--- src/hdl/gcl_pkg.sv ---
// Shared definitions for the GCD / LCM unit.
// Holds the default width and the command and status structs between
// the controller and the datapath. No dependencies.
`timescale 1ns / 1ps

package gcl_pkg;

    localparam int unsigned GCL_WIDTH = 16;

    // Commands issued by the controller to the datapath.
    typedef struct packed {
        logic load;      // capture the operands of a new item
        logic gcd_step;  // one binary GCD reduction step
        logic div_init;  // latch the GCD and start dividing operand a by it
        logic div_step;  // one restoring division step
        logic mul;       // form the LCM from quotient and operand b
        logic out_load;  // move the finished result into the output register
    } t_cmd;

    // Status returned by the datapath.
    typedef struct packed {
        logic gcd_done;  // one working operand has reached zero
        logic div_done;  // all quotient bits are formed
    } t_stat;

endpackage

--- src/hdl/gcl_ctrl.sv ---
// Controller state machine of the GCD / LCM unit.
// Sequences load, GCD, divide, multiply and output; uses gcl_pkg.
`timescale 1ns / 1ps

module gcl_ctrl
    import gcl_pkg::*;
(
    input  logic  i_clk,
    input  logic  i_rst_n,
    input  logic  i_in_valid,
    output logic  o_in_stall,
    output logic  o_out_valid,
    input  logic  i_out_stall,
    input  t_stat i_stat,
    output t_cmd  o_cmd
);

    typedef enum logic [4:0] {
        S_IDLE = 5'b00001,
        S_GCD  = 5'b00010,
        S_DIV  = 5'b00100,
        S_MUL  = 5'b01000,
        S_DONE = 5'b10000
    } t_state;

    t_state r_state, n_state;
    logic   r_out_valid, n_out_valid;
    logic   w_out_free;

    assign w_out_free  = !r_out_valid || !i_out_stall;
    assign o_in_stall  = (r_state != S_IDLE);
    assign o_out_valid = r_out_valid;

    always_comb begin
        n_state     = r_state;
        o_cmd       = '0;
        n_out_valid = r_out_valid && i_out_stall;
        unique case (r_state)
            S_IDLE: begin
                if (i_in_valid) begin
                    o_cmd.load = 1'b1;
                    n_state    = S_GCD;
                end
            end
            S_GCD: begin
                if (i_stat.gcd_done) begin
                    o_cmd.div_init = 1'b1;
                    n_state        = S_DIV;
                end else begin
                    o_cmd.gcd_step = 1'b1;
                end
            end
            S_DIV: begin
                if (i_stat.div_done) begin
                    n_state = S_MUL;
                end else begin
                    o_cmd.div_step = 1'b1;
                end
            end
            S_MUL: begin
                o_cmd.mul = 1'b1;
                n_state   = S_DONE;
            end
            S_DONE: begin
                if (w_out_free) begin
                    o_cmd.out_load = 1'b1;
                    n_out_valid    = 1'b1;
                    n_state        = S_IDLE;
                end
            end
            default: begin
                n_state = S_IDLE;
            end
        endcase
    end

    always_ff @(posedge i_clk) begin
        if (!i_rst_n) begin
            r_state     <= S_IDLE;
            r_out_valid <= 1'b0;
        end else begin
            r_state     <= n_state;
            r_out_valid <= n_out_valid;
        end
    end

endmodule

--- src/hdl/gcl_dpath.sv ---
// Datapath of the GCD / LCM unit: binary GCD, restoring divider,
// multiplier and output register. Uses gcl_pkg for the command structs.
`timescale 1ns / 1ps

module gcl_dpath
    import gcl_pkg::*;
#(
    parameter int unsigned WIDTH = GCL_WIDTH
) (
    input  logic               i_clk,
    input  logic [WIDTH-1:0]   i_operand_a,
    input  logic [WIDTH-1:0]   i_operand_b,
    input  t_cmd               i_cmd,
    output t_stat              o_stat,
    output logic [WIDTH-1:0]   o_gcd_value,
    output logic [2*WIDTH-1:0] o_lcm_value
);

    localparam int unsigned CW = $clog2(WIDTH + 1);

    logic [WIDTH-1:0]   r_a, r_b, r_oa, r_ob;
    logic [CW-1:0]      r_k;
    logic [WIDTH-1:0]   r_g, r_rem, r_quo;
    logic [CW-1:0]      r_cnt;
    logic [2*WIDTH-1:0] r_lcm;
    logic [WIDTH-1:0]   r_gcd_out;
    logic [2*WIDTH-1:0] r_lcm_out;

    logic [WIDTH-1:0]   w_gcd;
    logic [WIDTH:0]     w_rem_sh;
    logic [WIDTH:0]     w_rem_sub;
    logic               w_q_bit;

    // Once one operand is zero the other, scaled back by the common
    // power of two, is the divisor.
    assign w_gcd = (r_a | r_b) << r_k;

    assign w_rem_sh  = {r_rem, r_quo[WIDTH-1]};
    assign w_rem_sub = w_rem_sh - {1'b0, r_g};
    assign w_q_bit   = !w_rem_sub[WIDTH];

    assign o_stat.gcd_done = (r_a == '0) || (r_b == '0);
    assign o_stat.div_done = (r_cnt == CW'(WIDTH));

    always_ff @(posedge i_clk) begin
        if (i_cmd.load) begin
            r_a  <= i_operand_a;
            r_b  <= i_operand_b;
            r_oa <= i_operand_a;
            r_ob <= i_operand_b;
            r_k  <= '0;
        end else if (i_cmd.gcd_step) begin
            if (!r_a[0] && !r_b[0]) begin
                r_a <= r_a >> 1;
                r_b <= r_b >> 1;
                r_k <= r_k + 1'b1;
            end else if (!r_a[0]) begin
                r_a <= r_a >> 1;
            end else if (!r_b[0]) begin
                r_b <= r_b >> 1;
            end else if (r_a >= r_b) begin
                // Difference of two odd values is even, so halve it now.
                r_a <= (r_a - r_b) >> 1;
            end else begin
                r_b <= (r_b - r_a) >> 1;
            end
        end

        if (i_cmd.div_init) begin
            r_g   <= w_gcd;
            r_rem <= '0;
            r_quo <= r_oa;
            r_cnt <= '0;
        end else if (i_cmd.div_step) begin
            r_rem <= w_q_bit ? w_rem_sub[WIDTH-1:0] : w_rem_sh[WIDTH-1:0];
            r_quo <= {r_quo[WIDTH-2:0], w_q_bit};
            r_cnt <= r_cnt + 1'b1;
        end

        if (i_cmd.mul) begin
            if ((r_oa == '0) || (r_ob == '0)) begin
                r_lcm <= '0;
            end else begin
                r_lcm <= (2*WIDTH)'(r_quo) * (2*WIDTH)'(r_ob);
            end
        end

        if (i_cmd.out_load) begin
            r_gcd_out <= r_g;
            r_lcm_out <= r_lcm;
        end
    end

    assign o_gcd_value = r_gcd_out;
    assign o_lcm_value = r_lcm_out;

endmodule

--- src/hdl/gcd_lcm_unit.sv ---
// GCD / LCM unit, top level. Each accepted item goes through the GCD steps
// with the final check, the divider steps, one multiply and one output load.
// One item is in work at a time: a new item is taken only after the last one
// has moved into the output register. That register lets the next item in while
// a result waits, and a stalled result delays only the next load. Reset
// (synchronous, active low) clears the controller.
`timescale 1ns / 1ps

module gcd_lcm_unit
    import gcl_pkg::*;
#(
    parameter int unsigned WIDTH = GCL_WIDTH
) (
    input  logic               i_clk,
    input  logic               i_rst_n,
    input  logic               i_in_valid,
    output logic               o_in_stall,
    input  logic [WIDTH-1:0]   i_operand_a,
    input  logic [WIDTH-1:0]   i_operand_b,
    output logic               o_out_valid,
    input  logic               i_out_stall,
    output logic [WIDTH-1:0]   o_gcd_value,
    output logic [2*WIDTH-1:0] o_lcm_value
);

    // The controller walks each item through its phases; the datapath
    // holds all operand, divider and result registers.
    t_cmd  w_cmd;
    t_stat w_stat;

    // An item is accepted only while the controller is idle. The input
    // stall is high for the whole time an item is being worked on.
    gcl_ctrl u_ctrl (
        .i_clk       (i_clk),
        .i_rst_n     (i_rst_n),
        .i_in_valid  (i_in_valid),
        .o_in_stall  (o_in_stall),
        .o_out_valid (o_out_valid),
        .i_out_stall (i_out_stall),
        .i_stat      (w_stat),
        .o_cmd       (w_cmd)
    );

    // The GCD is found by the binary method, the LCM as a / gcd * b with a
    // restoring divider and a single registered multiply. Zero operands
    // give the other operand as GCD and zero as LCM.
    gcl_dpath #(
        .WIDTH (WIDTH)
    ) u_dpath (
        .i_clk       (i_clk),
        .i_operand_a (i_operand_a),
        .i_operand_b (i_operand_b),
        .i_cmd       (w_cmd),
        .o_stat      (w_stat),
        .o_gcd_value (o_gcd_value),
        .o_lcm_value (o_lcm_value)
    );

endmodule
--- config.mk ---
export PLATFORM = sky130hd
export DESIGN_NAME = gcd_lcm_unit
export DESIGN_NICKNAME = d
export VERILOG_FILES = /design/src/hdl/gcl_pkg.sv /design/src/hdl/gcl_ctrl.sv /design/src/hdl/gcl_dpath.sv /design/src/hdl/gcd_lcm_unit.sv
export SDC_FILE = /design/constraint.sdc
export NUM_CORES = 1
export LEC_CHECK = 0
export BUFFER_PORTS_ARGS = -buffer_cell sky130_fd_sc_hd__buf_2
export CAP_MARGIN = 20
export CORE_MARGIN = 3
export CORE_UTILIZATION = 45
export DETAILED_ROUTE_END_ITERATION = 8
export GPL_TIMING_DRIVEN = 0
export PLACE_DENSITY = 0.71
export SLEW_MARGIN = 15
export SYNTH_ARGS = -nofsm -noshare
export SYNTH_HDL_FRONTEND = slang
export SYNTH_HIERARCHICAL = 1
export SYNTH_SLANG_ARGS = --single-unit
export TNS_END_PERCENT = 1
--- constraint.sdc ---
create_clock -name i_clk -period 12.9 [get_ports i_clk]
set_input_delay 0 -clock i_clk [delete_from_list [all_inputs] [get_ports i_clk]]
set_output_delay 0 -clock i_clk [all_outputs]
set_load 0.05 [all_outputs]
==> key figures, run 1 <==
Power and ir drop
  – Power per Cell Area: 181 mW/mm^2
  – Max rail drop VDD: 0.154 mV
  – Static power due to leakage: 9.66 nW
  – Overall power: 4.00 mW

Global route
  – Vias in the first global route: 15,200
  – Maximum number of pins on one net before global-route repair: 33
  – Wire length of the first global-routing pass: 81,300 microns
  – Overall fraction of global-route tracks in use: 0.219
  – Antenna violations before repair: 0
  – Residual overflow from global routing: 0

STA
  – Slew of the pin with the lowest slew margin: 0.915 ns
  – Unrepaired setup endpoints after global routing: no
  – Worst relative slew slack: 0.390
  – Fin crit period: 7.02 ns
  – Final worst path period share: 0.544
  – Final setup skew: 0.0164 ns
  – Fmax: 142 MHz
  – Total setup violations reported at the end of the flow: 0
  – Number of failing hold endpoints at the final stage: 0
  – Pins Over Slew Limit: 0
  – Accumulated negative setup slack: 0 ns

Routing
  – Met2 WL post-DR: 23,800 microns
  – Average routed wire per standard cell: 18.5 microns
  – ANT nets after route: 0
  – Detailed-route via count: 14,900
  – Top routing layer in use: met4
  – Router iterations before antenna repair: 6
  – Post-DR vias/cell: 5.43
  – Met1 Wirelength: 21,900 microns
  – Residual DRC count: 0
  – Initial drt markers: 1,080
  – Final routed wirelength across all metal layers: 50,800 microns
  – Metal3 WL: 3360 microns

Clocking
  – CTS tree: built
  – Setup repair bufs after CTS: 0
  – Latest clock arrival within the worst-skew pair: 0.54 ns
  – Deepest clock path buffer count: 3
  – Clock buffers created by TritonCTS: 25
  – Count of hold buffers inserted by post-cts repair: 36
  – H-tree depth: 1
  – Register clock-pin slew on the reported worst setup and hold paths: 0.06 ns
  – Quantity of gates resized following cts: 0
  – Clock root buffer: clkbuf_16
  – Clk sinks: 208

Synth
  – Combinational family with the most area after synthesis: adder cells
  – Flip-flop cell with the highest count after synthesis: edfxtp_1
  – Mean instance size in the synthesized netlist: 9.87 sq um
  – Instance count of the mapped netlist: 1,999
  – Post-synth cell types: 79
  – Leading cell type by number of instances after synthesis: inv_1
  – Basic-gate share of the synthesized area counting and, or, nand and nor cells: 0.152
  – #FFs+latches synth: 208
  – Area share of the largest cell type after synthesis: 0.268
  – Xor-xnor portion of the synthesized cell area: 0.0289
  – Mux share of post-synthesis cell area: 0.0237
  – Number of flops mapped to enable cells by yosys: 176
  – Sequential share of the synthesized area: 0.300
  – Leading post-synthesis cells by instance count: 305 x inv_1, 197 x fa_1, 197 x nand2_1
  – Post-Synthesis Cell Area: 0.0197 sq mm
  – Dominant cells by area after synthesis: edfxtp_1 27%, fa_1 20%, ha_1 11%, inv_1 5.8%, and2_1 3.9%
  – Share of synthesized cell area in full adder, half adder and majority cells: 0.308
  – Cell taking the most area after synthesis: edfxtp_1
  – Async set-reset flop share out of synthesis: 0
  – Net count after synthesis: 2,403
  – Area fraction in compound gates after synthesis: 0.110
  – Synth warnings: 6

Cells and area
  – Filler cell count in the final layout: 3,960
  – Area growth, synth to finish: 12.4%
  – Area taken by flip-flops and latches: 0.00593 sq mm
  – Proportion of layout cells with a drive suffix above 1: 0.0872
  – Post-route cell area: 0.0222 sq mm
  – Final nets: 2,554
  – Fin util: 0.514
  – Number of antenna cells inserted: 0
  – Area of the multi-input gates: 0.0123 sq mm

Worst setup path
  – Number of cells on the worst reg-to-reg path: 20
  – Worst path cell trace: clkbuf_1, nand2_1, fa_1, fa_1, fa_1, fa_1, inv_1, fa_1, inv_1, fa_1, inv_1, ha_1, and3_1, nand3_1, or4b_1, o21bai_1, o211ai_1, a211o_1, a21oi_1, nor3b_1
  – CP max FO: 10
  – Terminus of the critical flop-to-flop path: u_dpath/r_lcm[27]$_SDFFCE_PP0P_
  – Signal arrival time at the worst endpoint: 7.27 ns
  – Setup crit start: u_dpath/r_quo[9]$_DFFE_PP_
  – Library cell contributing the largest single delay on the critical path: fa_1
  – Most frequent CP cell: fa_1
  – Register-to-register setup slack: 5.88 ns
  – Delay of the slowest critical-path stage: 0.62 ns
  – Launching element type of the critical path: flip-flop
  – RR Startpoint: u_dpath/r_quo[9]$_DFFE_PP_
  – WP buf/inv: 4
  – Endpoint kind of the worst setup timing path: flip-flop
  – Required time of the critical path: 13.15 ns
  – WS Path Type: reg -> reg
  – Family of cells with the greatest summed delay on the critical path: adder cells

Worst hold path
  – Critical hold path startpoint: i_operand_a[10]
  – Min-Delay Path Class: in -> reg
  – Worst Hold Path EP: u_dpath/r_oa[10]$_DFFE_PP_
  – Number of cells on the worst hold path: 2

Die
  – Core footprint: 0.0432 sq mm
  – Die ar.: 0.0464 sq mm
  – Number of rows in the core area: 76
  – Number of top-level pins: 86
  – Chip width: 215 microns
  – Die height: 215 microns
  – Effective utilization at floorplan: 0.457

Placed design
  – Number of port buffers: 85
  – Post-detail-place hpwl: 41,000 microns
  – Placed inst area: 0.0210 sq mm
  – Weighted congestion at the end of routability-driven global placement: 0.963

Status
  – Run status: completed

Run
  – Maximum Capacitance Violations: 0
layer usage:
| metal | up-vias | GRT usage |
|---|---|---|
| li1 | 7010 | - |
| met4 | 0 | 0.0674 |
| met5 | - | 0 |
| met3 | 103 | 0.0322 |
| met2 | 559 | 0.367 |
| met1 | 7265 | 0.297 |
placed cells by master (no fill, tap or decap), types with 20 or more instances in the layout:
cell / instances
a211oi_1: 26
a21oi_1: 79
and2_1: 123
buf_2: 88
clkbuf_1: 75
clkbuf_16: 25
dfxtp_1: 32
dlygate4sd3_1: 36
edfxtp_1: 176
fa_1: 197
ha_1: 171
inv_1: 305
mux2i_1: 23
nand2_1: 197
nand3_1: 30
nor2_1: 115
nor3_1: 24
nor4_1: 22
o21ai_0: 25
o21ai_1: 20
xnor2_1: 47
layout make-up:
cell class / count / area share
Inverter: 312 / 0.0528
Timing Repair Buffer: 124 / 0.0388
Clock buffer: 27 / 0.0286
Sequential cell: 208 / 0.267
Clock inverter: 17 / 0.00892
Tap cell: 585 / 0.0330
Buffer: 85 / 0.0157
Multi-Input combinational cell: 1394 / 0.555
registers in the layout (all words and copies together) (netlist names), 16 cells and up:
name,cells
u_dpath/o_gcd_value,16
u_dpath/o_lcm_value,32
u_dpath/r_a,16
u_dpath/r_b,16
u_dpath/r_g,16
u_dpath/r_lcm,32
u_dpath/r_oa,16
u_dpath/r_ob,16
u_dpath/r_quo,16
u_dpath/r_rem,16
where the power goes:
| part | internal (mW) | switching (mW) | total, mW |
|---|---|---|---|
| sequential | 0.868 | 0.0462 | 0.914 |
| combinational | 0.994 | 1.39 | 2.38 |
| clock | 0.421 | 0.286 | 0.707 |
| total | 2.28 | 1.72 | 4.00 |
worst max-delay path by stage:
stage	end	cells after the start
after floorplan	u_dpath/r_lcm[31]$_SDFFCE_PP0P_	20
after global placement	u_dpath/r_lcm[27]$_SDFFCE_PP0P_	20
after detailed placement	u_dpath/r_lcm[27]$_SDFFCE_PP0P_	20
after CTS	u_dpath/r_lcm[27]$_SDFFCE_PP0P_	20
after global routing	u_dpath/r_lcm[27]$_SDFFCE_PP0P_	20
final	u_dpath/r_lcm[27]$_SDFFCE_PP0P_	20
per-stage QoR:
| stage | cells | setup slack (ns) | hold WS (ns) |
|---|---|---|---|
| floorplan | 1999 | 6.79 | 0.0660 |
| global placement | 2669 | 6.04 | 0.192 |
| detailed placement | 2672 | 5.99 | 0.195 |
| CTS | 2752 | 5.96 | 0.201 |
| global route | 2752 | 5.66 | 0.213 |
| finish | 2752 | 5.88 | 0.220 |
worst register-to-register path, delay by kind of cell, from the launching register on:
family | cells | cell delay (ns)
simple gates | 5 | 1.14
compound gates | 4 | 0.94
fa+ha+maj | 7 | 3.45
buf+inv | 4 | 0.68
flops | 1 | 0.52
cell families after synthesis:
| logic type | Yosys count |
|---|---|
| and+or+nand+nor | 604 |
| buffers and inverters | 397 |
| adders and majority gates | 368 |
| AOI/OAI and AO/OA | 313 |
| DFF | 208 |
| xor gates and xnor gates | 65 |
| muxes | 44 |
(Power assumes the default switching activity.)
==> inputs of run 2 (changes only) <==
--- a/config.mk
+++ b/config.mk
@@ -5,13 +5,14 @@
 export SDC_FILE = /design/constraint.sdc
 export NUM_CORES = 1
 export LEC_CHECK = 0
+export ABC_AREA = 1
 export BUFFER_PORTS_ARGS = -buffer_cell sky130_fd_sc_hd__buf_2
 export CAP_MARGIN = 20
 export CORE_MARGIN = 3
 export CORE_UTILIZATION = 45
 export DETAILED_ROUTE_END_ITERATION = 8
 export GPL_TIMING_DRIVEN = 0
-export PLACE_DENSITY = 0.71
+export PLACE_DENSITY = 0.74
 export SLEW_MARGIN = 15
 export SYNTH_ARGS = -nofsm -noshare
 export SYNTH_HDL_FRONTEND = slang
==> constraint.sdc (replaced) <==
create_clock -name i_clk -period 6.2 [get_ports i_clk]
set_input_delay 0 -clock i_clk [delete_from_list [all_inputs] [get_ports i_clk]]
set_output_delay 0 -clock i_clk [all_outputs]
set_load 0.05 [all_outputs]
==> run 2 against run 1 <==
Sequential power grew 110%. First-iteration DRC count up 31%. Routed wire length grew 15%. Combinational power grew to 2.8 times the previous value. Critical path depth grew 3. Final area increased by 3.6%. Synthesized cell count is 31% higher. Core utilization fell by 0.098 points. Cell count is 22% higher. Die area up 4.5%. Area after synthesis grew 4.6%. Largest cell class unchanged. Largest power group unchanged.
==> key figures, run 2 <==
Status
  – Run status: completed

Synth
  – Combinational family with the most area after synthesis: adder cells
  – Net count after synthesis: 3,016 (+26%)
  – Dominant cells by area after synthesis: edfxtp_1 26%, fa_1 19%, nand2_1 13%, ha_1 10%, inv_1 10%
  – Post-synth cell types: 47 (-41%)
  – Share of synthesized cell area in full adder, half adder and majority cells: 0.295 (-0.0137)
  – Leading post-synthesis cells by instance count: 737 x nand2_1, 555 x inv_1, 197 x fa_1
  – Area share of the largest cell type after synthesis: 0.256 (-0.0119)
  – Instance count of the mapped netlist: 2,612 (+31%)
  – Synth warnings: 6 (unchanged)
  – Mux share of post-synthesis cell area: 0.000485 (-0.0232)
  – Async set-reset flop share out of synthesis: 0 (unchanged)
  – #FFs+latches synth: 208 (unchanged)
  – Xor-xnor portion of the synthesized cell area: 0.00934 (-0.0195)
  – Basic-gate share of the synthesized area counting and, or, nand and nor cells: 0.218 (+0.0662)
  – Post-Synthesis Cell Area: 0.0206 sq mm (+4.6%)
  – Cell taking the most area after synthesis: edfxtp_1
  – Flip-flop cell with the highest count after synthesis: edfxtp_1
  – Area fraction in compound gates after synthesis: 0.0669 (-0.0427)
  – Sequential share of the synthesized area: 0.287 (-0.0133)
  – Leading cell type by number of instances after synthesis: nand2_1
  – Mean instance size in the synthesized netlist: 7.90 sq um (-20%)
  – Number of flops mapped to enable cells by yosys: 176 (unchanged)

STA
  – Total setup violations reported at the end of the flow: 0 (unchanged)
  – Final worst path period share: 0.973 (+0.429)
  – Fmax: 166 MHz (+16%)
  – Unrepaired setup endpoints after global routing: yes
  – Fin Hold WS: 0.185 ns (-0.0346 ns)
  – Worst relative slew slack: 0.377 (-0.0121)
  – Number of failing hold endpoints at the final stage: 0 (unchanged)
  – Final setup skew: 0.0152 ns (-0.00122 ns)
  – Pins Over Slew Limit: 0 (unchanged)
  – Slew of the pin with the lowest slew margin: 0.932 ns (+0.0170 ns)
  – Fin crit period: 6.03 ns (-0.988 ns)

Cells and area
  – Proportion of layout cells with a drive suffix above 1: 0.0763 (-0.0109)
  – Area growth, synth to finish: 11.2%
  – Number of antenna cells inserted: 0 (unchanged)
  – Leading cell type in the layout, fill and taps excluded: nand2_1
  – Non-filler instance count after layout: 3,345 (+22%)
  – Most frequent cells in the layout: 737 x nand2_1, 555 x inv_1, 197 x fa_1
  – Final nets: 3,141 (+23%)

Worst hold path
  – Min-Delay Path Class: in -> reg
  – Critical hold path startpoint: i_operand_a[13]

Worst setup path
  – RR Startpoint: u_dpath/r_quo[6]$_DFFE_PP_
  – Required time of the critical path: 6.50 ns (-6.65 ns)
  – Signal arrival time at the worst endpoint: 6.33 ns (-0.94 ns)
  – Launching element type of the critical path: flip-flop
  – Endpoint kind of the worst setup timing path: flip-flop
  – WS Path Type: reg -> reg
  – Setup crit start: u_dpath/r_quo[6]$_DFFE_PP_
  – CP max FO: 10 (unchanged)

Placed design
  – Number of cells in the design after placement: 3,291 (+23%)
  – Post-detail-place hpwl: 48,300 microns (+18%)
  – Weighted congestion at the end of routability-driven global placement: 1.04 (+8.3%)
  – Number of port buffers: 85 (unchanged)

Die
  – Effective utilization at floorplan: 0.461 (+0.00387)
  – Die height: 220 microns (+2.2%)
  – Chip width: 220 microns (+2.2%)
  – Die ar.: 0.0485 sq mm (+4.5%)
  – Core footprint: 0.0448 sq mm (+3.8%)
  – Number of rows in the core area: 77 (+1.3%)
  – Number of top-level pins: 86 (unchanged)

Clocking
  – Deepest clock path buffer count: 3 (unchanged)
  – Clk sinks: 208 (unchanged)
  – Clock root buffer: clkbuf_16
  – H-tree depth: 1 (unchanged)
  – CTS tree: built
  – Latest clock arrival within the worst-skew pair: 0.55 ns (about the same)
  – Clock buffers created by TritonCTS: 23 (-8.0%)
  – Register clock-pin slew on the reported worst setup and hold paths: 0.06 ns (about the same)

Global route
  – Wire length of the first global-routing pass: 93,000 microns (+14%)
  – Vias in the first global route: 17,800 (+17%)
  – Residual overflow from global routing: 0 (unchanged)
  – Maximum number of pins on one net before global-route repair: 35 (+6.1%)
  – Antenna violations before repair: 0 (unchanged)
  – Overall fraction of global-route tracks in use: 0.245 (+0.0254)

Routing
  – Router iterations before antenna repair: 8 (+2)
  – Residual DRC count: 0 (unchanged)
  – Final routed wirelength across all metal layers: 58,500 microns (+15%)
  – Detailed-route via count: 17,400 (+16%)
  – Post-DR vias/cell: 5.20 (-4.3%)
  – ANT nets after route: 0 (unchanged)
  – Initial drt markers: 1,415 (+31%)
  – Average routed wire per standard cell: 17.5 microns (-5.2%)

Power and ir drop
  – Overall power: 9.85 mW (+150%)
  – Max rail drop VDD: 0.382 mV (+150%)
  – Power per Cell Area: 429 mW/mm^2 (+140%)
  – Static power due to leakage: 12.0 nW (+24%)

Run
  – Maximum Capacitance Violations: 0 (unchanged)
## run 2: cell types whose count changed after synthesis, sizes merged, moves of 21 or more
cell / before / now
a211oi: 26 / 0
a21oi: 80 / 136
and2: 124 / 1
inv: 310 / 565
mux2: 21 / 0
mux2i: 23 / 1
nand2: 197 / 743
nand3: 30 / 91
nand4: 10 / 35
nor2: 119 / 170
o21ai: 55 / 82
xnor2: 47 / 8
## run 2: metal layers
metal  up-vias  track usage  wire [microns]
met1      8226        0.311           23800
met4         0        0.106            2690
met2       709        0.421           28000
met5         -            0               0
met3       134       0.0332            4070
li1       8313            -               -
## run 2: cells by family after synthesis
| logic type | Yosys count |
|---|---|
| mux | 1 |
| buf+inv | 664 |
| flops | 208 |
| xor+xnor | 22 |
| fa+ha+maj | 368 |
| simple gates | 1094 |
| compound gates | 255 |
## run 2: area by class of cell
| cell class | instances | area [sq um] |
|---|---|---|
| fill | 4221 | 21800 |
| multi-input combinational | 1740 | 12200 |
| sequential | 208 | 5930 |
| inverter | 569 | 2140 |
| timing repair buffer | 128 | 852 |
| tap | 592 | 741 |
| clock buffer | 28 | 594 |
| buffer | 67 | 355 |
| clock inverter | 13 | 165 |
## run 2: per-stage QoR
stage	cell area (sq um)	util	setup slack (ns)	TNS, ns
6_report	23000	0.513	0.170	0
3_3_place_gp	21800	0.487	-0.170	-0.941
4_1_cts	23000	0.513	0.0118	0
5_1_grt	23000	0.513	-0.0699	-0.188
2_1_floorplan	20600	-	0.742	0
3_5_place_dp	21900	0.488	-0.219	-1.36
## run 2: where the power goes
group | switching [mW] | internal [mW]
Sequential | 0.0733 | 1.82
Clock | 0.581 | 0.815
Combinational | 4.30 | 2.26
## run 2: repair_timing
item,CTS,global route
gates resized for setup,23,34
endpoints found under the setup margin,9,18
endpoints found under the hold margin,70,0
setup buffers,0,6
hold buffers,35,0
## run 2: worst max-delay path, cell delays in order (launching register included)
cell and delay [ns]:
edfxtp_1 0.62, clkbuf_2 0.36, nand2_1 0.12, fa_1 0.51, inv_1 0.05, fa_1 0.51
inv_1 0.06, fa_1 0.53, inv_1 0.05, fa_1 0.39, fa_1 0.51, inv_1 0.05
fa_1 0.47, inv_1 0.04, ha_1 0.42, nand2_1 0.11, nor2_1 0.20, inv_1 0.08
nor2_1 0.28, nand4_1 0.18, nand2_1 0.13, nand2_1 0.06, nand2_1 0.06, nor2_1 0.04
## run 2: worst paths after layout
path              slack, ns  depth (start not counted)                                 to
setup reg to reg       0.17                         23    u_dpath/r_lcm[21]$_SDFFCE_PP0P_
setup / recovery       0.17                         23    u_dpath/r_lcm[21]$_SDFFCE_PP0P_
hold reg to reg        0.42                          0  u_dpath/o_lcm_value[28]$_DFFE_PP_
hold / removal         0.19                          2         u_dpath/r_oa[13]$_DFFE_PP_
